[src/design/walsh_spectrum_of_truth_table_unit_defines.svh]
// Assertion macros for the Walsh spectrum unit.
// Used by the top level only; no other dependencies.
`ifndef WALSH_SPECTRUM_OF_TRUTH_TABLE_UNIT_DEFINES_SVH
`define WALSH_SPECTRUM_OF_TRUTH_TABLE_UNIT_DEFINES_SVH

// The consequent must hold in the same cycle as the antecedent.
`define WST_ASSERT_SAME(label, clk_s, rstn_s, ante, cons, msg) \
    label: assert property (@(posedge clk_s) disable iff (!rstn_s) (ante) |-> (cons)) \
        else $error(msg);

// The consequent must hold in the cycle after the antecedent.
`define WST_ASSERT_NEXT(label, clk_s, rstn_s, ante, cons, msg) \
    label: assert property (@(posedge clk_s) disable iff (!rstn_s) (ante) |=> (cons)) \
        else $error(msg);

`endif

[src/design/wst_pkg.sv]
// Shared types and constants for the Walsh spectrum unit.
// No dependencies; imported by every module of the block.
`default_nettype none

package wst_pkg;

    localparam int DEFAULT_MAX_VARS = 6;
    localparam int TT_W             = 64;
    localparam int COEF_W           = 8;
    localparam int IDX_W            = 6;
    localparam int NV_W             = 3;
    localparam int OUT_TDATA_W      = 16;
    localparam int APB_ADDR_W       = 3;
    localparam int APB_DATA_W       = 32;
    localparam int REG_IDX_W        = APB_ADDR_W - 2;

    localparam logic [NV_W-1:0]      VAR_COUNT_RESET   = 3'd6;
    localparam logic [REG_IDX_W-1:0] REG_IDX_VAR_COUNT = 1'b0;

    typedef struct packed {
        logic            valid;
        logic [NV_W-1:0] nvars;
    } wst_ctl_t;

endpackage

`default_nettype wire

[src/design/wst_bfly_stage.sv]
// One registered butterfly stage of the Walsh-Hadamard transform.
// Depends on wst_pkg for the control struct and coefficient width.
`default_nettype none

module wst_bfly_stage #(
    parameter int LANES = 64,
    parameter int STAGE = 0
) (
    input  wire logic                                   clk,
    input  wire logic                                   rst_n,
    input  wire wst_pkg::wst_ctl_t                      in_ctl,
    input  wire logic [LANES-1:0][wst_pkg::COEF_W-1:0]  in_data,
    output logic                                        in_ready,
    output wst_pkg::wst_ctl_t                           out_ctl,
    output logic [LANES-1:0][wst_pkg::COEF_W-1:0]       out_data,
    input  wire logic                                   out_ready
);
    import wst_pkg::*;

    localparam int DIST = 1 << STAGE;

    logic [LANES-1:0][COEF_W-1:0] bfly;
    logic [LANES-1:0][COEF_W-1:0] data_next;
    logic [LANES-1:0][COEF_W-1:0] data_reg;
    wst_ctl_t                     ctl_reg;
    logic                         apply;

    for (genvar j = 0; j < LANES; j++)
    begin : g_lane
        if ((j & DIST) == 0)
        begin : g_sum
            assign bfly[j] = in_data[j] + in_data[j + DIST];
        end
        else
        begin : g_diff
            assign bfly[j] = in_data[j - DIST] - in_data[j];
        end
    end

    // The dimension only takes part when the function has that many variables.
    assign apply     = (NV_W'(STAGE) < in_ctl.nvars);
    assign data_next = apply ? bfly : in_data;
    assign in_ready  = !ctl_reg.valid || out_ready;

    always_ff @(posedge clk or negedge rst_n)
    begin
        if (!rst_n)
        begin
            ctl_reg <= '0;
        end
        else if (in_ready)
        begin
            ctl_reg <= in_ctl;
        end
    end

    always_ff @(posedge clk)
    begin
        if (in_ready)
        begin
            data_reg <= data_next;
        end
    end

    assign out_ctl  = ctl_reg;
    assign out_data = data_reg;

endmodule

`default_nettype wire

[config.mk]
export PLATFORM = sky130hd
export DESIGN_NAME = wst_bfly_stage
export DESIGN_NICKNAME = d
export VERILOG_FILES = /design/src/design/walsh_spectrum_of_truth_table_unit_defines.svh /design/src/design/wst_pkg.sv /design/src/design/wst_bfly_stage.sv
export SDC_FILE = /design/constraint.sdc
export NUM_CORES = 1
export LEC_CHECK = 0
export BUFFER_PORTS_ARGS = -buffer_cell sky130_fd_sc_hd__buf_2
export CAP_MARGIN = 5
export CORE_AREA = 2 2 406 408
export DETAILED_ROUTE_END_ITERATION = 7
export DIE_AREA = 0 0 408 410
export HOLD_SLACK_MARGIN = 0.03
export PLACE_DENSITY = 0.4
export RECOVER_POWER = 25
export SLEW_MARGIN = 20
export SYNTH_ARGS = -nofsm -noshare
export SYNTH_HDL_FRONTEND = slang
export SYNTH_SLANG_ARGS = --single-unit
[constraint.sdc]
create_clock -name clk -period 12.2 [get_ports clk]
set_input_delay 0.61 -clock clk [delete_from_list [all_inputs] [get_ports clk]]
set_output_delay 0.61 -clock clk [all_outputs]
set_load 0.02 [all_outputs]
==> results of run 1 <==
-- critical path: stages --
cell and delay (ps):
clkbuf_1 130, or3_1 1170, clkbuf_1 2290, buf_12 560, nand3b_1 150, nor3_1 170, nand3b_1 140, xor2_1 70
-- per-layer routing --
metal,GRT usage [%],vias to the layer above,share of wire [%]
met1,23.1,17100,42
met2,32.7,956,48
met5,0,-,0.28
met3,5.51,268,7.4
li1,-,17500,-
met4,5.40,70,2.5
-- worst paths after layout --
path | start | end | depth (start not counted)
hold reg to reg | out_ctl[1] | out_ctl[1] | 1
min in group asynchronous | rst_n | out_ctl[3] | 2
setup / recovery | in_ctl[1] | out_data[7] | 8
max in group asynchronous | rst_n | out_ctl[0] | 2
setup reg to reg | out_ctl[3] | out_data[76] | 4
hold / removal | in_ctl[3] | out_ctl[3] | 2
-- layout by cell type (no fill, tap or decap), types with 14 or more instances in the layout --
cell	instances
nand3_1	147
nand3b_1	65
diode_2	32
mux2i_1	45
o21bai_1	85
clkinv_1	14
clkbuf_1	262
edfxtp_1	512
a211oi_1	27
a31oi_1	118
a21o_1	53
nor2_1	280
fa_1	64
a211o_1	27
o21ai_0	330
buf_2	792
a221o_1	27
clkbuf_16	79
nor3b_1	43
nor3_1	97
nand2_1	275
and3_1	48
nand2b_1	74
o211ai_1	64
or3_1	45
o31ai_1	37
or3b_2	33
or2_2	22
inv_1	455
nor2b_1	26
xnor2_1	163
a21oi_1	372
xor2_1	118
ha_1	448
-- flip-flops by register name (all words and copies together), names as in the netlist --
name and flops:
out_data 512, out_ctl 4
-- logic make-up (layout without fill, tap and decap cells) --
logic type,count (synthesis),in the layout,share of synthesized area (%)
compound gates,1169,1169,17.1
xor+xnor,281,281,5.97
fa+ha+maj,512,512,16.7
buf+inv,682,1651,6.56
flops,516,516,37.5
mux,56,56,1.39
other cells,0,32,0
simple gates,1196,1196,14.8
-- where the power goes --
group | internal, mW | switching, mW | total (mW)
logic | 0.707 | 1.39 | 2.10
clock network | 1.34 | 0.942 | 2.28
registers | 2.33 | 0.111 | 2.44
-- metrics by stage --
step,hold slack [ps],util [%],instances
after floorplan,314,-,4412
after global placement,479,29.6,7429
after detailed placement,473,29.6,7429
after CTS,51.8,31.1,7570
after global routing,94.2,30.9,7585
final,128,31.0,7602
-- repair_timing --
item / CTS / global route
resized for setup: 0 / 0
endpoints found under the hold margin: 4 / 0
hold buffers: 1 / 0
setup buffers: 0 / 0
-- final cells by class --
cell class / count / area [sq um]
Fill cell: 17500 / 113000
Multi-Input combinational cell: 3214 / 23000
Tap cell: 2189 / 2740
Timing Repair Buffer: 1054 / 5070
Clock inverter: 41 / 415
Clock buffer: 99 / 2080
Inverter: 457 / 1720
Sequential cell: 516 / 15500
Antenna cell: 32 / 80.1
==> out/qor.csv, run 1 <==
metric,value,unit
Final Cell Area,50600,sq um
ys async rst share,0.775,%
gr ovfl total,0,
total power,6.82,mW
routed vias,35900,
initial antenna violation count,92,
Worst-Skew Late Latency,670,ps
MaxCap Viol Count,3,
status,finished with violations,
CP arrival,5490,ps
DR iter-0 viols,2159,
vias per cell,4.72,
Slew Limit Headroom,-108,%
CTS tree,yes,
Power Dens Cells,135,nW/um^2
final hold violation count,0,
Synthesized Nets,5443,
setup slack after placement,8340,ps
Worst Path Required,12630,ps
Starting Density,25.2,%
DRT Pass-1 Iters,5,
Crit Path Max Fanout,158,
Final WS setup,7140,ps
first-pass GRT wire length,239000,microns
Port Buffers,1035,
synthesis-stage register bit count,516,
Area contributors post-synth,"edfxtp_1 37%, ha_1 14%, a21oi_1 4.5%, inv_1 4.2%, o21ai_0 4.0%",
Crit. End Element,flop,
Max Fclk,197,MHz
synth cell count leaders,"512 x edfxtp_1, 456 x inv_1, 448 x ha_1, 372 x a21oi_1, 330 x o21ai_0",
Synth top area share,37.3,%
flop2flop setup slack,8790,ps
clock buffer depth,3,
WL/cell,21.8,microns
"count leader, synth",edfxtp_1,
Root Driver,clkbuf_16,
Die H,410,microns
Top-Level Pins,1036,
Synth area leader,edfxtp_1,
HP Class,primary input to flop,
Final GP Congestion,0.894,
slew at the pin with the worst max-slew slack,3120,ps
# DRC,0,
Post-synth EDFFs,512,
unrepaired setup endpoints after global routing,false,
largest net degree at the start of global routing,167,
H-tree level count,3,
Static Leak,21.7,nW
Critical Path Source Type,primary input,
min cycle time layout,5060,ps
Tcrit/Tclk final,41.5,%
Die Area,167000,sq um
Main synth FF type,edfxtp_1,
max-slew violations,152,
Setup Skew,26.7,ps
"Reg clk slew, reported paths",50,ps
Sink Count,516,
Post-Route WL,166000,microns
post-DP HPWL,134000,microns
Worst Setup Path Type,primary input to flop,
Post-Syn Instances,4412,
final setup violation count,0,
post-synthesis sequential area ratio,37.5,%
Global Route Usage Sum,19.1,%
vias in the first global route,35200,
number of buffers created by CTS,77,
Synth-to-Final Area Change,22.8,%
number of distinct library cells after synthesis,60,
Worst VDD drop,0.108,mV
synth warn,0,
post-route ant nets,0,
number of core rows,149,
die width,408,microns
layout cells sized above 1,18.4,%
Final #Nets,6351,
final setup TNS,0,ps
Core Region,163000,sq um
dpl cell area,48400,sq um
failing checks,"max-capacitance violations, max-slew violations",
Syn Std Cell Area,41200,sq um
"Avg Cell Area, Syn",9.34,sq um
Note: power is estimated with default switching activity, not from simulation.
==> run 2: changes to the inputs <==
--- a/config.mk
+++ b/config.mk
@@ -5,13 +5,14 @@
 export SDC_FILE = /design/constraint.sdc
 export NUM_CORES = 1
 export LEC_CHECK = 0
+export ABC_AREA = 1
 export BUFFER_PORTS_ARGS = -buffer_cell sky130_fd_sc_hd__buf_2
 export CAP_MARGIN = 5
-export CORE_AREA = 2 2 406 408
+export CORE_AREA = 2 2 405 407
 export DETAILED_ROUTE_END_ITERATION = 7
-export DIE_AREA = 0 0 408 410
+export DIE_AREA = 0 0 407 409
 export HOLD_SLACK_MARGIN = 0.03
-export PLACE_DENSITY = 0.4
+export PLACE_DENSITY = 0.42
 export RECOVER_POWER = 25
 export SLEW_MARGIN = 20
 export SYNTH_ARGS = -nofsm -noshare
==> constraint.sdc (replaced) <==
create_clock -name clk -period 4.1 [get_ports clk]
set_input_delay 0.205 -clock clk [delete_from_list [all_inputs] [get_ports clk]]
set_output_delay 0.205 -clock clk [all_outputs]
set_load 0.02 [all_outputs]
==> run 2 against run 1 <==
Compared with the run above: the run now ends clean; register-to-register slack worse by 6700 ps; sequential cell count unchanged; clock-buffer cell count down 7; clock power rose to 2.9 times the previous value; final cell count up 24%; critical endpoint is now out_data[351]; critical path depth unchanged; combinational power rose to 3.1 times the previous value; wire length up 3.5%; non-clock buffer count up 550; power rose to 3.0 times the previous value.
==> out/qor.csv, run 2 <==
metric,value,unit
status,"finished, final reports clean",
CP max stage cell,nor3_4,
Final #Nets,8164,
synthesis-stage register bit count,516,
"count leader, synth",nand2_1,
Reg2Reg Launch Point,out_ctl[3],
Top-Level Pins,1036,
routed vias,41400,
Port Buffers,1035,
Main synth FF type,edfxtp_1,
number of distinct library cells after synthesis,27,
number of core rows,148,
gr ovfl total,0,
number of buffers created by CTS,76,
Worst VDD drop,0.301,mV
Most common cell on crit path,dlygate4sd3_1,
Area contributors post-synth,"edfxtp_1 37%, nand2_1 17%, ha_1 13%, inv_1 8.6%, nand3_1 7.6%",
crit path launch,in_ctl[2],
Global Route Usage Sum,20.1,%
max reg flops,512,
Synth area leader,edfxtp_1,
Power Dens Cells,358,nW/um^2
"Reg clk slew, reported paths",50,ps
Worst Setup Path Type,primary input to flop,
Syn Std Cell Area,42100,sq um
slew at the pin with the worst max-slew slack,921,ps
Final Cell Area,57100,sq um
first-pass GRT wire length,253000,microns
H-tree level count,3,
Core Region,162000,sq um
"critical path, cell by cell",dlygate4sd3_1 > buf_2 > nor3_4 > inv_8 > buf_12 > nand3_1 > nand2_1 > dlygate4sd3_1,
"commonest cells after routing, fill and taps aside","1860 x nand2_1, 961 x inv_1, 651 x buf_2",
Setup Skew,23.2,ps
unrepaired setup endpoints after global routing,false,
initial antenna violation count,33,
Hold Crit Start,in_data[41],
largest net degree at the start of global routing,127,
MaxCap Viol Count,0,
Crit Path Max Fanout,112,
Synth top area share,36.6,%
Final GP Congestion,0.920,
DR iter-0 viols,2381,
Die H,409,microns
CTS tree,yes,
"commonest non-fill, non-tap cell in the layout",nand2_1,
layout cells sized above 1,12.0,%
final hold violation count,0,
"Avg Cell Area, Syn",7.54,sq um
post-route ant nets,0,
Top Layer Used,met5,
Post-Syn Instances,5575,
synth cell count leaders,"1861 x nand2_1, 961 x inv_1, 635 x nand3_1, 512 x edfxtp_1, 448 x ha_1",
Tcrit/Tclk final,69.7,%
Root Driver,clkbuf_16,
HP Class,primary input to flop,
dpl cell area,49700,sq um
Slew Limit Headroom,38.6,%
Static Leak,28.6,nW
Synth-to-Final Area Change,35.8,%
synth warn,0,
post-DP HPWL,137000,microns
Starting Density,26.0,%
Post-Route WL,172000,microns
clock buffer depth,3,
max-slew violations,0,
ys async rst share,0.775,%
min cycle time layout,2860,ps
WL met1,74500,microns
DRT Pass-1 Iters,6,
Worst Path Required,4510,ps
CP arrival,3270,ps
Die Area,166000,sq um
Crit. End Element,flop,
Critical Path Source Type,primary input,
final setup violation count,0,
met2 wire length,80400,microns
Worst-Skew Late Latency,680,ps
Max Fclk,350,MHz
Post-synth EDFFs,512,
final setup TNS,0,ps
Synthesized Nets,6606,
vias in the first global route,40700,
Resize count post-CTS,0,
# DRC,0,
"slowest stage delay, CP",570,ps
vias per cell,4.41,
post-synthesis sequential area ratio,36.8,%
met3 wire len,10700,microns
Sink Count,516,
WL/cell,18.3,microns
die width,407,microns
run 2: cell count changes after synthesis, sizes merged, moves of 76 or more:
cell	previous run	this run
nand4	5	81
a21oi	372	167
xor2	118	31
clkbuf	145	14
nand3	147	635
inv	457	962
xnor2	163	39
nor2	280	189
nand2	275	1861
a31oi	119	0
o21bai	85	0
nor3	97	1
run 2: what timing repair did:
action                     in CTS  in global routing
setup endpoints to repair       0                  0
hold endpoints to repair      519                  0
hold buffers                  540                  0
setup buffers                   0                  0
run 2: worst max-delay path: cells and delay by family:
family,cells,cell delay (ps)
buffers and inverters,5,1970
and+or+nand+nor,3,830
run 2: worst paths after layout:
path / to / slack [ps] / cells after the start
setup / recovery: out_data[351] / 1240 / 8
hold / removal: out_data[41] / 120 / 3
setup reg to reg: out_ctl[0] / 2130 / 3
hold reg to reg: out_ctl[1] / 510 / 1
max in group asynchronous: out_ctl[3] / 3330 / 3
min in group asynchronous: out_ctl[2] / 540 / 3
run 2: cell families (layout without fill, tap and decap cells):
family / count (synthesis) / count (layout) / share of synthesized area, %
AND/OR/NAND/NOR: 2919 / 2919 / 29.4
buffers and inverters: 1086 / 2702 / 10.2
flip-flops: 516 / 516 / 36.8
adder cells (fa/ha/maj): 512 / 512 / 16.4
AO/OA/AOI/OAI: 469 / 469 / 5.69
XOR/XNOR: 70 / 70 / 1.46
multiplexers: 3 / 3 / 0.0803
other: 0 / 23 / 0
run 2: metal layers:
metal | up-vias | global-route usage, %
met4 | 16 | 6.85
met5 | - | 0
met3 | 240 | 4.34
met1 | 19100 | 25.2
met2 | 1027 | 33.7
li1 | 21100 | -
run 2: area by class of cell:
cell class                      instances  area (sq um)
Fill cell                           17500        105000
Clock inverter                         44           424
Sequential cell                       516         15500
Multi-Input combinational cell       3973         22300
Tap cell                             2175          2720
Antenna cell                           23          57.6
Timing Repair Buffer                 1604         10500
Clock buffer                           92          2000
Inverter                              962          3620
run 2: metrics by stage:
stage	setup WS [ps]	util, %	std cells	power, mW	hold WS (ps)
4_1_cts	1280	35.5	9366	20.9	50.3
5_1_grt	1100	35.2	9385	21.7	114
3_3_place_gp	1690	30.7	8690	13.6	43.5
2_1_floorplan	973	-	5575	11.0	-90.6
6_report	1240	35.2	9389	20.4	118
3_5_place_dp	1640	30.7	8690	13.6	46.7
run 2: where the power goes:
group | internal [mW] | switching (mW)
sequential | 6.84 | 0.369
clock | 3.91 | 2.75
combinational | 2.22 | 4.35
