`src/design/walsh_spectrum_of_truth_table_unit_defines.svh`:
```
// Assertion macros for the Walsh spectrum unit.
// Used by the top level only; no other dependencies.
`ifndef WALSH_SPECTRUM_OF_TRUTH_TABLE_UNIT_DEFINES_SVH
`define WALSH_SPECTRUM_OF_TRUTH_TABLE_UNIT_DEFINES_SVH

// The consequent must hold in the same cycle as the antecedent.
`define WST_ASSERT_SAME(label, clk_s, rstn_s, ante, cons, msg) \
    label: assert property (@(posedge clk_s) disable iff (!rstn_s) (ante) |-> (cons)) \
        else $error(msg);

// The consequent must hold in the cycle after the antecedent.
`define WST_ASSERT_NEXT(label, clk_s, rstn_s, ante, cons, msg) \
    label: assert property (@(posedge clk_s) disable iff (!rstn_s) (ante) |=> (cons)) \
        else $error(msg);

`endif

```
`src/design/wst_pkg.sv`:
```
// Shared types and constants for the Walsh spectrum unit.
// No dependencies; imported by every module of the block.
`default_nettype none

package wst_pkg;

    localparam int DEFAULT_MAX_VARS = 6;
    localparam int TT_W             = 64;
    localparam int COEF_W           = 8;
    localparam int IDX_W            = 6;
    localparam int NV_W             = 3;
    localparam int OUT_TDATA_W      = 16;
    localparam int APB_ADDR_W       = 3;
    localparam int APB_DATA_W       = 32;
    localparam int REG_IDX_W        = APB_ADDR_W - 2;

    localparam logic [NV_W-1:0]      VAR_COUNT_RESET   = 3'd6;
    localparam logic [REG_IDX_W-1:0] REG_IDX_VAR_COUNT = 1'b0;

    typedef struct packed {
        logic            valid;
        logic [NV_W-1:0] nvars;
    } wst_ctl_t;

endpackage

`default_nettype wire

```
`src/design/wst_emit.sv`:
```
// Output serialiser: holds one spectrum and sends its coefficients in index order.
// Depends on wst_pkg for the control struct and field widths.
`default_nettype none

module wst_emit #(
    parameter int LANES = 64,
    parameter int CNT_W = 7
) (
    input  wire logic                                        clk,
    input  wire logic                                        rst_n,
    input  wire wst_pkg::wst_ctl_t                           in_ctl,
    input  wire logic [LANES-1:0][wst_pkg::COEF_W-1:0]       in_data,
    output logic                                             in_ready,
    output logic                                             m_tvalid,
    input  wire logic                                        m_tready,
    // coeff_index [5:0], coefficient [13:6], zero padding [15:14]
    output logic [wst_pkg::OUT_TDATA_W-1:0]                  m_tdata,
    output logic                                             m_tlast
);
    import wst_pkg::*;

    logic [LANES-1:0][COEF_W-1:0] shreg_reg;
    logic [CNT_W-1:0]             pos_reg;
    logic [CNT_W-1:0]             pos_next;
    logic [NV_W-1:0]              nv_reg;
    logic [NV_W-1:0]              nv_next;
    logic                         busy_reg;
    logic                         busy_next;
    logic [CNT_W-1:0]             size;
    logic [CNT_W-1:0]             pos_inc;
    logic                         last;
    logic                         load;
    logic                         advance;

    assign size     = CNT_W'(1) << nv_reg;
    assign pos_inc  = pos_reg + CNT_W'(1);
    assign last     = busy_reg && (pos_inc == size);
    assign advance  = busy_reg && m_tready;
    assign in_ready = !busy_reg || (m_tready && last);
    assign load     = in_ctl.valid && in_ready;

    always_comb
    begin
        busy_next = busy_reg;
        pos_next  = pos_reg;
        nv_next   = nv_reg;
        if (load)
        begin
            busy_next = 1'b1;
            pos_next  = '0;
            nv_next   = in_ctl.nvars;
        end
        else if (advance)
        begin
            if (last)
            begin
                busy_next = 1'b0;
                pos_next  = '0;
            end
            else
            begin
                pos_next = pos_inc;
            end
        end
    end

    always_ff @(posedge clk or negedge rst_n)
    begin
        if (!rst_n)
        begin
            busy_reg <= 1'b0;
            pos_reg  <= '0;
            nv_reg   <= '0;
        end
        else
        begin
            busy_reg <= busy_next;
            pos_reg  <= pos_next;
            nv_reg   <= nv_next;
        end
    end

    // The spectrum shifts down one lane per word, so lane 0 is always the current word.
    always_ff @(posedge clk)
    begin
        if (load)
        begin
            shreg_reg <= in_data;
        end
        else if (advance)
        begin
            shreg_reg <= {COEF_W'(0), shreg_reg[LANES-1:1]};
        end
    end

    assign m_tvalid = busy_reg;
    assign m_tlast  = last;
    assign m_tdata  = {(OUT_TDATA_W - COEF_W - IDX_W)'(0), shreg_reg[0], IDX_W'(pos_reg)};

endmodule

`default_nettype wire

```
`config.mk`:
```
export PLATFORM = sky130hd
export DESIGN_NAME = wst_emit
export DESIGN_NICKNAME = d
export VERILOG_FILES = /design/src/design/walsh_spectrum_of_truth_table_unit_defines.svh /design/src/design/wst_pkg.sv /design/src/design/wst_emit.sv
export SDC_FILE = /design/constraint.sdc
export NUM_CORES = 1
export LEC_CHECK = 0
export BUFFER_PORTS_ARGS = -buffer_cell sky130_fd_sc_hd__buf_2
export CELL_PAD_IN_SITES_DETAIL_PLACEMENT = 1
export CELL_PAD_IN_SITES_GLOBAL_PLACEMENT = 2
export CORE_AREA = 2 2 239 241
export CTS_CLUSTER_SIZE = 14
export DETAILED_ROUTE_END_ITERATION = 10
export DIE_AREA = 0 0 241 243
export PLACE_DENSITY_LB_ADDON = 0.1
export SETUP_SLACK_MARGIN = 0.5
export SLEW_MARGIN = 20
export SYNTH_ARGS = -nofsm -noshare
export SYNTH_HDL_FRONTEND = slang
export SYNTH_SLANG_ARGS = --single-unit
```
`constraint.sdc`:
```
create_clock -name clk -period 30.8 [get_ports clk]
set_input_delay 1.54 -clock clk [delete_from_list [all_inputs] [get_ports clk]]
set_output_delay 1.54 -clock clk [all_outputs]
set_load 0.01 [all_outputs]
```
==> out/metrics.csv, run 1 <==
stage,metric,value,unit
clock_tree,Root Buffer,clkbuf_16,
setup_path,CP Capture Type,register,
synthesis,warnings from Yosys,0,
sta,clock period minus worst slack,6.20,ns
synthesis,"Seq/Total Area, Yosys",65.7,%
setup_path,reg-to-reg startpoint,pos_reg[0]$_DFFE_PN0P_,
global_route,pin count of the biggest net entering global routing,192,
synthesis,synthesized cell area,23800,um^2
finish,Layout Cells excl Fill,2533,
sta,final worst-path cycle share,20.1,%
setup_path,Worst Path Required,31.16,ns
worst_hold_path,class of the worst hold path,register to register,
placed_design,DP HPWL,40200,um
drt,Initial DRT Pass Iterations,5,
die,row count,87,
placed_design,Placed Cells,2406,
clock_tree,Worst-Skew Late Latency,0.61,ns
global_route,first-pass GRT wire length,82600,um
setup_path,Critical Path Start Type,register,
sta,measured slew at the worst slew-check pin,1.24,ns
finish,Register Area,15700,um^2
die,# IOs,538,
pwr,power density over the cells,101,nW/um^2
die,die area,58600,um^2
die,Die H,243,um
clock_tree,"CTS clk-pin slew, worst paths",0.06,ns
finish,layout cells sized above 1,64.4,%
pwr,Power Total,2.91,mW
run,Max-Cap Viols,0,
finish,"Non-Filler Cell Area, Final",28700,um^2
worst_hold_path,Hold Path Stages,1,
finish,FILL cells,5332,
finish,Layout area overhead,20.7,%
sta,final setup violation count,0,
global_route,gr ovfl total,0,
sta,Final Hold Fails,0,
setup_path,critical path type,register to register,
drt,Vias,12300,
synthesis,synthesized instance count,1178,
synthesis,register bit total from synthesis,523,
synthesis,"Avg Cell Area, Syn",20.2,um^2
sta,Setup TNS,0,ns
global_route,total track usage,19.2,%
sta,Setup Skew,0.0203,ns
clock_tree,cts bufs inserted,58,
synthesis,leading post-synthesis cells by cell area,"edfxtp_1 65%, mux2_4 22%, mux2_2 7.4%",
sta,Pins Over Slew Limit,0,
clock_tree,CTS tree,built,
die,Placeable Area,56000,um^2
drt,Vias/cell,4.87,
synthesis,"Async S/R FF share, synth",2.10,%
drt,Avg WL per Cell,22.7,um
clock_tree,Max Buffers Root-to-Sink,3,
finish,Multi-input gate area,7500,um^2
clock_tree,Post-CTS Repair Setup Buffers,0,
synthesis,Synth cell types,37,
global_route,initial antenna violation count,58,
drt,DRC,0,
sta,RSZ-0062 raised after global routing,no,
sta,setup ws final,24.60,ns
status,status,"finished, final reports clean",
die,die width,241,um
finish,Nets,2232,
synthesis,largest area contributor in the netlist,edfxtp_1,
clock_tree,clk sinks,523,
setup_path,crit-path max FO,64,
finish,final core utilization,51.4,%
clock_tree,CTS Hold Buffers Added,0,
placed_design,RD Place Congestion,0.817,
setup_path,RR Endpoint,shreg_reg[11]$_DFFE_PP_,
worst_hold_path,Hold Startpoint,shreg_reg[434]$_DFFE_PP_,
synthesis,top-area cell type share of the netlist area,64.6,%
synthesis,Main synth FF type,edfxtp_1,
global_route,vias in the first global route,13400,
drt,Final ANT Viol Nets,0,
synthesis,Post-synth EDFFs,512,
finish,max FFs per register,504,
drt,Post-Route WL,57500,um
sta,max-slew headroom at the worst pin,17.2,%
sta,Hold WS,0.538,ns
worst_hold_path,worst hold path endpoint,shreg_reg[426]$_DFFE_PP_,
placed_design,post-place instance area,26900,um^2
placed_design,pre-CTS setup slack,24.48,ns
clock_tree,# H-tree levels,2,
setup_path,reg2reg path depth,13,
pwr,Pleak,12.4,nW
pwr,Max VDD drop,0.0000533,V
clock_tree,# resized after CTS,0,
die,Initial Utilization,42.5,%
sta,FMAX,0.161,GHz
setup_path,WP data arrival,6.56,ns
placed_design,Port-buffer cells,535,
setup_path,R2R setup slack,24.60,ns
drt,initial DRC count,681,
## power by group
group	internal (mW)	switching, mW
Combinational	0.555	0.338
Sequential	1.26	0.109
Clock	0.372	0.279
Total	2.19	0.726
## cell families after synthesis
family                   synth area share [%]
AO/OA/AOI/OAI                           0.604
XOR/XNOR                                0.258
adder cells (fa/ha/maj)                0.0525
buffers and inverters                    2.83
flip-flops                               65.7
multiplexers                             29.5
other                                  0.0158
AND/OR/NAND/NOR                          1.00
## per-layer routing
metal,track usage [%],wire length (um),up-vias
li1,-,-,5700
met3,7.85,5380,161
met1,22.1,21700,6041
met4,6.84,1570,64
met2,32.1,28500,362
met5,0,410,-
## worst max-delay path by stage
stage	endpoint	cells past startpoint	slack, ns	from
after floorplan	pos_reg[2]$_DFFE_PN0P_	5	18.00	in_ctl[3]
after global placement	shreg_reg[11]$_DFFE_PP_	7	24.58	in_ctl[3]
after detailed placement	shreg_reg[11]$_DFFE_PP_	12	24.48	pos_reg[0]$_DFFE_PN0P_
after CTS	shreg_reg[11]$_DFFE_PP_	12	24.45	pos_reg[0]$_DFFE_PN0P_
after global routing	shreg_reg[11]$_DFFE_PP_	13	24.13	pos_reg[0]$_DFFE_PN0P_
final	shreg_reg[11]$_DFFE_PP_	13	24.60	pos_reg[0]$_DFFE_PN0P_
## placed cells by master, fill, tap and decap left out, types with 2 or more instances in the layout
master	instances
a22o_1	2
and3_1	2
buf_12	3
buf_2	535
buf_4	8
bufinv_16	3
clkbuf_1	14
clkbuf_16	59
clkinv_1	16
clkinv_2	10
conb_1	2
dfrtp_1	11
diode_2	22
edfxtp_1	512
mux2_2	157
mux2_4	350
nand2_1	10
nand2b_1	2
nand3_1	4
nand3b_1	2
nor2_1	3
nor2b_1	12
nor3b_1	3
o2111ai_1	3
o21ai_0	4
o31ai_1	3
or3_1	2
xnor2_1	5
xor2_1	2
## cell usage after synthesis, types with 2 or more instances
| cell | number |
|---|---|
| edfxtp_1 | 512 |
| mux2_4 | 350 |
| mux2_2 | 157 |
| buf_6 | 40 |
| buf_4 | 17 |
| buf_2 | 16 |
| nor2b_1 | 12 |
| dfrtp_1 | 11 |
| nand2_1 | 10 |
| xnor2_1 | 5 |
| nand3_1 | 4 |
| o21ai_0 | 4 |
| nor2_1 | 3 |
| nor3b_1 | 3 |
| o2111ai_1 | 3 |
| o31ai_1 | 3 |
| a22o_1 | 2 |
| and3_1 | 2 |
| inv_1 | 2 |
| nand2b_1 | 2 |
| nand3b_1 | 2 |
| or3_1 | 2 |
| xor2_1 | 2 |
## cell type report
type,instances,share of cell area (%)
flip-flops and latches,523,54.5
multi-input cells,579,26.1
repair buffers,547,9.83
clock buffers,73,5.32
well taps,756,3.29
clock inverters,30,0.727
diodes,22,0.192
inverters,3,0.0653
## worst max-delay path: stages, from the launching register on
cell and delay (ns):
dfrtp_1 0.46, ha_1 0.32, nand3_1 0.19, o21a_1 0.26
nor2_1 0.21, a311o_1 0.21, a21o_1 0.16, inv_2 0.09
a31oi_4 0.67, buf_4 0.92, buf_4 0.69, buf_12 0.31
buf_4 0.85, mux2_2 0.42
Note: power is estimated with default switching activity, not from simulation.
==> inputs of run 2 (changes only) <==
Settings changed: CORE_AREA 2 2 239 241 to 2 2 261 263, DIE_AREA 0 0 241 243 to 0 0 263 265.
Clock period 30.8 ns to 5.3 ns, I/O delays scaled along.
==> out/metrics.csv, run 2 (synthesis gave the netlist of run 1 again) <==
stage,metric,value,unit,change
status,status,"finished, final reports clean",,
setup_path,RR Endpoint,m_tdata[8]$_DFFE_PP_,,
sta,clock period minus worst slack,3.64,ns,-2.56 ns
global_route,initial antenna violation count,24,,-59%
sta,final setup violation count,0,,unchanged
drt,DRC,0,,unchanged
drt,Post-Route WL,64600,um,+12%
finish,Layout area overhead,43.8,%,
run,Max-Cap Viols,0,,unchanged
clock_tree,clk sinks,523,,unchanged
placed_design,Port-buffer cells,535,,unchanged
setup_path,Critical Path Start Type,register,,
setup_path,Worst Path Required,5.66,ns,-25.50 ns
die,# IOs,538,,unchanged
global_route,gr ovfl total,0,,unchanged
clock_tree,Worst-Skew Late Latency,0.62,ns,about the same
setup_path,WP data arrival,4.00,ns,-2.56 ns
worst_hold_path,class of the worst hold path,input port to asynchronous set/reset pin,,
global_route,first-pass GRT wire length,97800,um,+18%
drt,Final ANT Viol Nets,0,,unchanged
setup_path,R2R setup slack,1.66,ns,-22.94 ns
sta,measured slew at the worst slew-check pin,0.871,ns,-0.371 ns
sta,FMAX,0.275,GHz,+70%
die,die width,263,um,+9.1%
die,die area,69700,um^2,+19%
pwr,Max VDD drop,0.000302,V,+470%
clock_tree,Max Buffers Root-to-Sink,3,,unchanged
sta,setup ws final,1.66,ns,-22.94 ns
drt,Vias,14300,,+16%
sta,RSZ-0062 raised after global routing,no,,
die,Placeable Area,66800,um^2,+19%
clock_tree,Post-CTS Repair Setup Buffers,0,,unchanged
placed_design,DP HPWL,41600,um,+3.5%
setup_path,crit-path max FO,38,,-41%
drt,Initial DRT Pass Iterations,6,,+1
die,Initial Utilization,35.6,%,-6.9 points
sta,Pins Over Slew Limit,0,,unchanged
clock_tree,Root Buffer,clkbuf_16,,
drt,Vias/cell,4.51,,-7.3%
drt,initial DRC count,737,,+8.2%
finish,max FFs per register,504,,unchanged
global_route,vias in the first global route,16200,,+21%
setup_path,CP Capture Type,register,,
finish,FILL cells,6451,,+21%
clock_tree,# resized after CTS,0,,unchanged
setup_path,critical path type,register to register,,
drt,Avg WL per Cell,20.3,um,-10%
setup_path,reg-to-reg startpoint,pos_reg[0]$_DFFE_PN0P_,,
die,row count,95,,+9.2%
sta,Final Hold Fails,0,,unchanged
clock_tree,"CTS clk-pin slew, worst paths",0.06,ns,about the same
pwr,Pleak,14.6,nW,+18%
sta,max-slew headroom at the worst pin,41.9,%,+25 points
setup_path,reg2reg path depth,11,,-2
finish,"Non-Filler Cell Area, Final",34200,um^2,+19%
clock_tree,CTS tree,built,,
placed_design,pre-CTS setup slack,1.67,ns,-22.81 ns
sta,final worst-path cycle share,68.6,%,+49 points
finish,layout cells sized above 1,50.0,%,-14 points
placed_design,post-place instance area,27200,um^2,+1.1%
die,Die H,265,um,+9.1%
setup_path,CP Launch Point,pos_reg[0]$_DFFE_PN0P_,,
clock_tree,# H-tree levels,2,,unchanged
clock_tree,cts bufs inserted,60,,+3.4%
global_route,total track usage,18.3,%,-0.92 points
placed_design,RD Place Congestion,0.767,,-6.2%
finish,"commonest non-fill, non-tap cells in the layout","535 x buf_2, 518 x dlygate4sd3_1, 512 x edfxtp_1",,
pwr,power density over the cells,510,nW/um^2,+400%
sta,Setup Skew,0.0228,ns,+0.00252 ns
finish,Nets,2760,,+24%
global_route,pin count of the biggest net entering global routing,145,,-24%
finish,"most common cell after layout, fill and taps aside",buf_2,,
[run 2: cell count changes in the layout (fill, tap and decap cells not counted), sizes merged]
| cell | previous run | this run |
|---|---|---|
| dlygate4sd3 | 0 | 518 |
| buf | 547 | 555 |
| diode | 22 | 14 |
| clkbuf | 73 | 78 |
| clkinvlp | 0 | 2 |
| clkinv | 26 | 27 |
[run 2: repair_timing]
action / 4_1_cts / 5_1_grt
endpoints found under the hold margin: 528 / 0
setup endpoints to repair: 0 / 0
hold buffers: 518 / 0
[run 2: layer usage]
layer  part of all wire [%]  vias to the layer above  track usage (%)
li1                       -                     6739                -
met1                     42                     7112             22.7
met2                     51                      355             31.7
met3                    5.1                      104             4.47
met4                    2.1                       20             5.14
met5                   0.19                        -                0
[run 2: area by class of cell]
type                    instances  area (um^2)  area share [%]
flip-flops and latches        523        15700            45.7
repair buffers               1073         8110            23.7
multi-input cells             579         7520            22.0
clock buffers                  78         1590            4.64
well taps                     873         1090            3.19
clock inverters                33          226           0.661
diodes                         14         35.0           0.102
inverters                       3         15.0          0.0439
[run 2: critical path: stages (launching register included)]
cell     delay, ns
dfrtp_1       0.46
ha_1          0.31
nand3_1       0.19
o21a_1        0.25
nor2_1        0.18
a311o_1       0.20
a21o_1        0.16
inv_2         0.08
a31oi_4       0.25
buf_4         0.24
buf_4         0.59
mux2_2        0.40
[run 2: power by group]
group	switching (mW)	internal, mW	total [mW]
logic	2.05	3.49	5.54
registers	0.674	7.31	7.98
clock network	1.70	2.24	3.94
total	4.43	13.0	17.5
[run 2: worst max-delay path by stage]
stage          cells past startpoint  slack [ns]               endpoint
6_report                          11        1.66   m_tdata[8]$_DFFE_PP_
5_1_grt                           11        1.44   m_tdata[8]$_DFFE_PP_
4_1_cts                           11        1.63   m_tdata[8]$_DFFE_PP_
3_5_place_dp                      11        1.67   m_tdata[8]$_DFFE_PP_
3_3_place_gp                      11        1.73   m_tdata[8]$_DFFE_PP_
2_1_floorplan                      3       -3.56  m_tdata[10]$_DFFE_PP_
[run 2: metrics by stage]
step / hold slack, ns / TNS, ns / total power [mW] / std cells / utilization (%)
global placement: 0.172 / 0 / 13.2 / 2533 / 40.7
global route: 0.0712 / 0 / 18.3 / 3175 / 51.3
CTS: 0.0447 / 0 / 17.7 / 3162 / 51.2
detailed placement: 0.171 / 0 / 13.3 / 2533 / 40.7
finish: 0.0760 / 0 / 17.5 / 3176 / 51.3
floorplan: -0.0306 / -1823.57 / 12.5 / 1179 / -
==> inputs of run 3 (changes only) <==
Settings changed: CORE_AREA 2 2 261 263 to 2 2 247 249, DIE_AREA 0 0 263 265 to 0 0 249 251.
Clock period 5.3 ns to 3.5 ns, I/O delays scaled along.
==> out/metrics.csv, run 3 <==
stage,metric,value,unit,change
status,status,did not finish,,
status,stopping stage,4_1_cts,,
status,Tool Error,[ERROR RSZ-0060] Max buffer count reached.,,
synthesis,Synth cell types,37,,unchanged
placed_design,post-place instance area,27200,um^2,-0.12%
die,# IOs,538,,unchanged
synthesis,Post-synth EDFFs,512,,unchanged
synthesis,cell with the most instances after synthesis,edfxtp_1,,
synthesis,"Avg Cell Area, Syn",20.2,um^2,unchanged
synthesis,largest area contributor in the netlist,edfxtp_1,,
synthesis,Main synth FF type,edfxtp_1,,
clock_tree,cts bufs inserted,59,,-1.7%
synthesis,register bit total from synthesis,523,,unchanged
clock_tree,# resized after CTS,30,,+30
placed_design,RD Place Congestion,0.815,,+6.3%
clock_tree,Max Buffers Root-to-Sink,3,,unchanged
die,row count,90,,-5.3%
synthesis,"top cells by count, synth","512 x edfxtp_1, 350 x mux2_4, 157 x mux2_2",,
die,Initial Utilization,39.8,%,+4.2 points
placed_design,DP HPWL,41100,um,-1.2%
synthesis,synthesized instance count,1178,,unchanged
clock_tree,CTS Hold Buffers Added,515,,-0.58%
synthesis,leading post-synthesis cells by cell area,"edfxtp_1 65%, mux2_4 22%, mux2_2 7.4%",,
placed_design,pre-CTS setup slack,0.137,ns,-1.53 ns
clock_tree,# H-tree levels,2,,unchanged
synthesis,"Async S/R FF share, synth",2.10,%,unchanged
placed_design,Port-buffer cells,535,,unchanged
synthesis,top-area cell type share of the netlist area,64.6,%,unchanged
die,Die H,251,um,-5.3%
synthesis,"Seq/Total Area, Yosys",65.7,%,unchanged
synthesis,warnings from Yosys,0,,unchanged
clock_tree,Root Buffer,clkbuf_16,,
clock_tree,clk sinks,523,,unchanged
synthesis,synthesized cell area,23800,um^2,unchanged
die,die width,249,um,-5.3%
clock_tree,Post-CTS Repair Setup Buffers,11,,+11
## run 3: metrics by stage
stage           TNS, ns  instances
2_1_floorplan  -2746.97       1179
3_3_place_gp          0       2441
3_5_place_dp          0       2441
## run 3: kinds of logic after synthesis
group                      Yosys count  share of synthesized area [%]
DFF                                523                           65.7
muxes                              507                           29.5
buffers and inverters               77                           2.83
and+or+nand+nor                     42                           1.00
AOI/OAI and AO/OA                   20                          0.604
xor gates and xnor gates             7                          0.258
adders and majority gates            1                         0.0525
other                                1                         0.0158
==> inputs of run 4 (changes only) <==
Settings changed: CELL_PAD_IN_SITES_DETAIL_PLACEMENT 1 to not set, CELL_PAD_IN_SITES_GLOBAL_PLACEMENT 2 to not set, CTS_CLUSTER_SIZE 14 to not set, PLACE_DENSITY_LB_ADDON 0.1 to 0.15, SETUP_SLACK_MARGIN 0.5 to not set.
==> out/metrics.csv, run 4 <==
stage,metric,value,unit,change
status,status,did not finish,,
status,stopping stage,4_1_cts,,
status,Tool Error,[ERROR RSZ-0060] Max buffer count reached.,,
clock_tree,# resized after CTS,0,,-100%
die,row count,90,,unchanged
synthesis,main combinational cell family by area after synthesis,multiplexers,,
clock_tree,cts bufs inserted,59,,unchanged
clock_tree,Max Buffers Root-to-Sink,3,,unchanged
clock_tree,Root Buffer,clkbuf_16,,
clock_tree,# H-tree levels,2,,unchanged
clock_tree,CTS Hold Buffers Added,513,,-0.39%
placed_design,RD Place Congestion,0.813,,-0.25%
synthesis,adder-cell share of the synthesized area,0.0526,%,unchanged
clock_tree,Post-CTS Repair Setup Buffers,0,,-11
placed_design,Port-buffer cells,535,,unchanged
synthesis,"Avg Cell Area, Syn",20.2,um^2,unchanged
synthesis,synthesized instance count,1178,,unchanged
synthesis,warnings from Yosys,0,,unchanged
die,die width,249,um,unchanged
clock_tree,clk sinks,523,,unchanged
die,# IOs,538,,unchanged
placed_design,post-place instance area,27300,um^2,+0.64%
synthesis,"Seq/Total Area, Yosys",65.7,%,unchanged
synthesis,portion of netlist area occupied by mux cells,29.5,%,unchanged
synthesis,Synth cell types,37,,unchanged
synthesis,compound-gate portion of the synthesized area,0.604,%,unchanged
synthesis,leading post-synthesis cells by cell area,"edfxtp_1 65%, mux2_4 22%, mux2_2 7.4%",,
synthesis,Simple-Gate Fraction of Synth Area,1.00,%,unchanged
synthesis,cell with the most instances after synthesis,edfxtp_1,,
synthesis,Main synth FF type,edfxtp_1,,
synthesis,largest area contributor in the netlist,edfxtp_1,,
synthesis,"Async S/R FF share, synth",2.10,%,unchanged
synthesis,"top cells by count, synth","512 x edfxtp_1, 350 x mux2_4, 157 x mux2_2",,
placed_design,DP HPWL,39100,um,-4.9%
synthesis,Post-synth EDFFs,512,,unchanged
synthesis,top-area cell type share of the netlist area,64.6,%,unchanged
synthesis,register bit total from synthesis,523,,unchanged
synthesis,xor and xnor area share after synthesis,0.258,%,unchanged
die,Initial Utilization,39.8,%,unchanged
synthesis,synthesized cell area,23800,um^2,unchanged
die,Die H,251,um,unchanged
[run 4: cells by family after synthesis]
logic type,count (synthesis)
AOI/OAI and AO/OA,20
xor gates and xnor gates,7
muxes,507
DFF,523
buffers and inverters,77
adders and majority gates,1
other,1
and+or+nand+nor,42
[run 4: per-stage QoR]
step / setup WS (ns) / TNS [ns] / cells
floorplan: -5.36 / -2746.97 / 1179
global placement: 0.224 / 0 / 2454
detailed placement: 0.169 / 0 / 2454
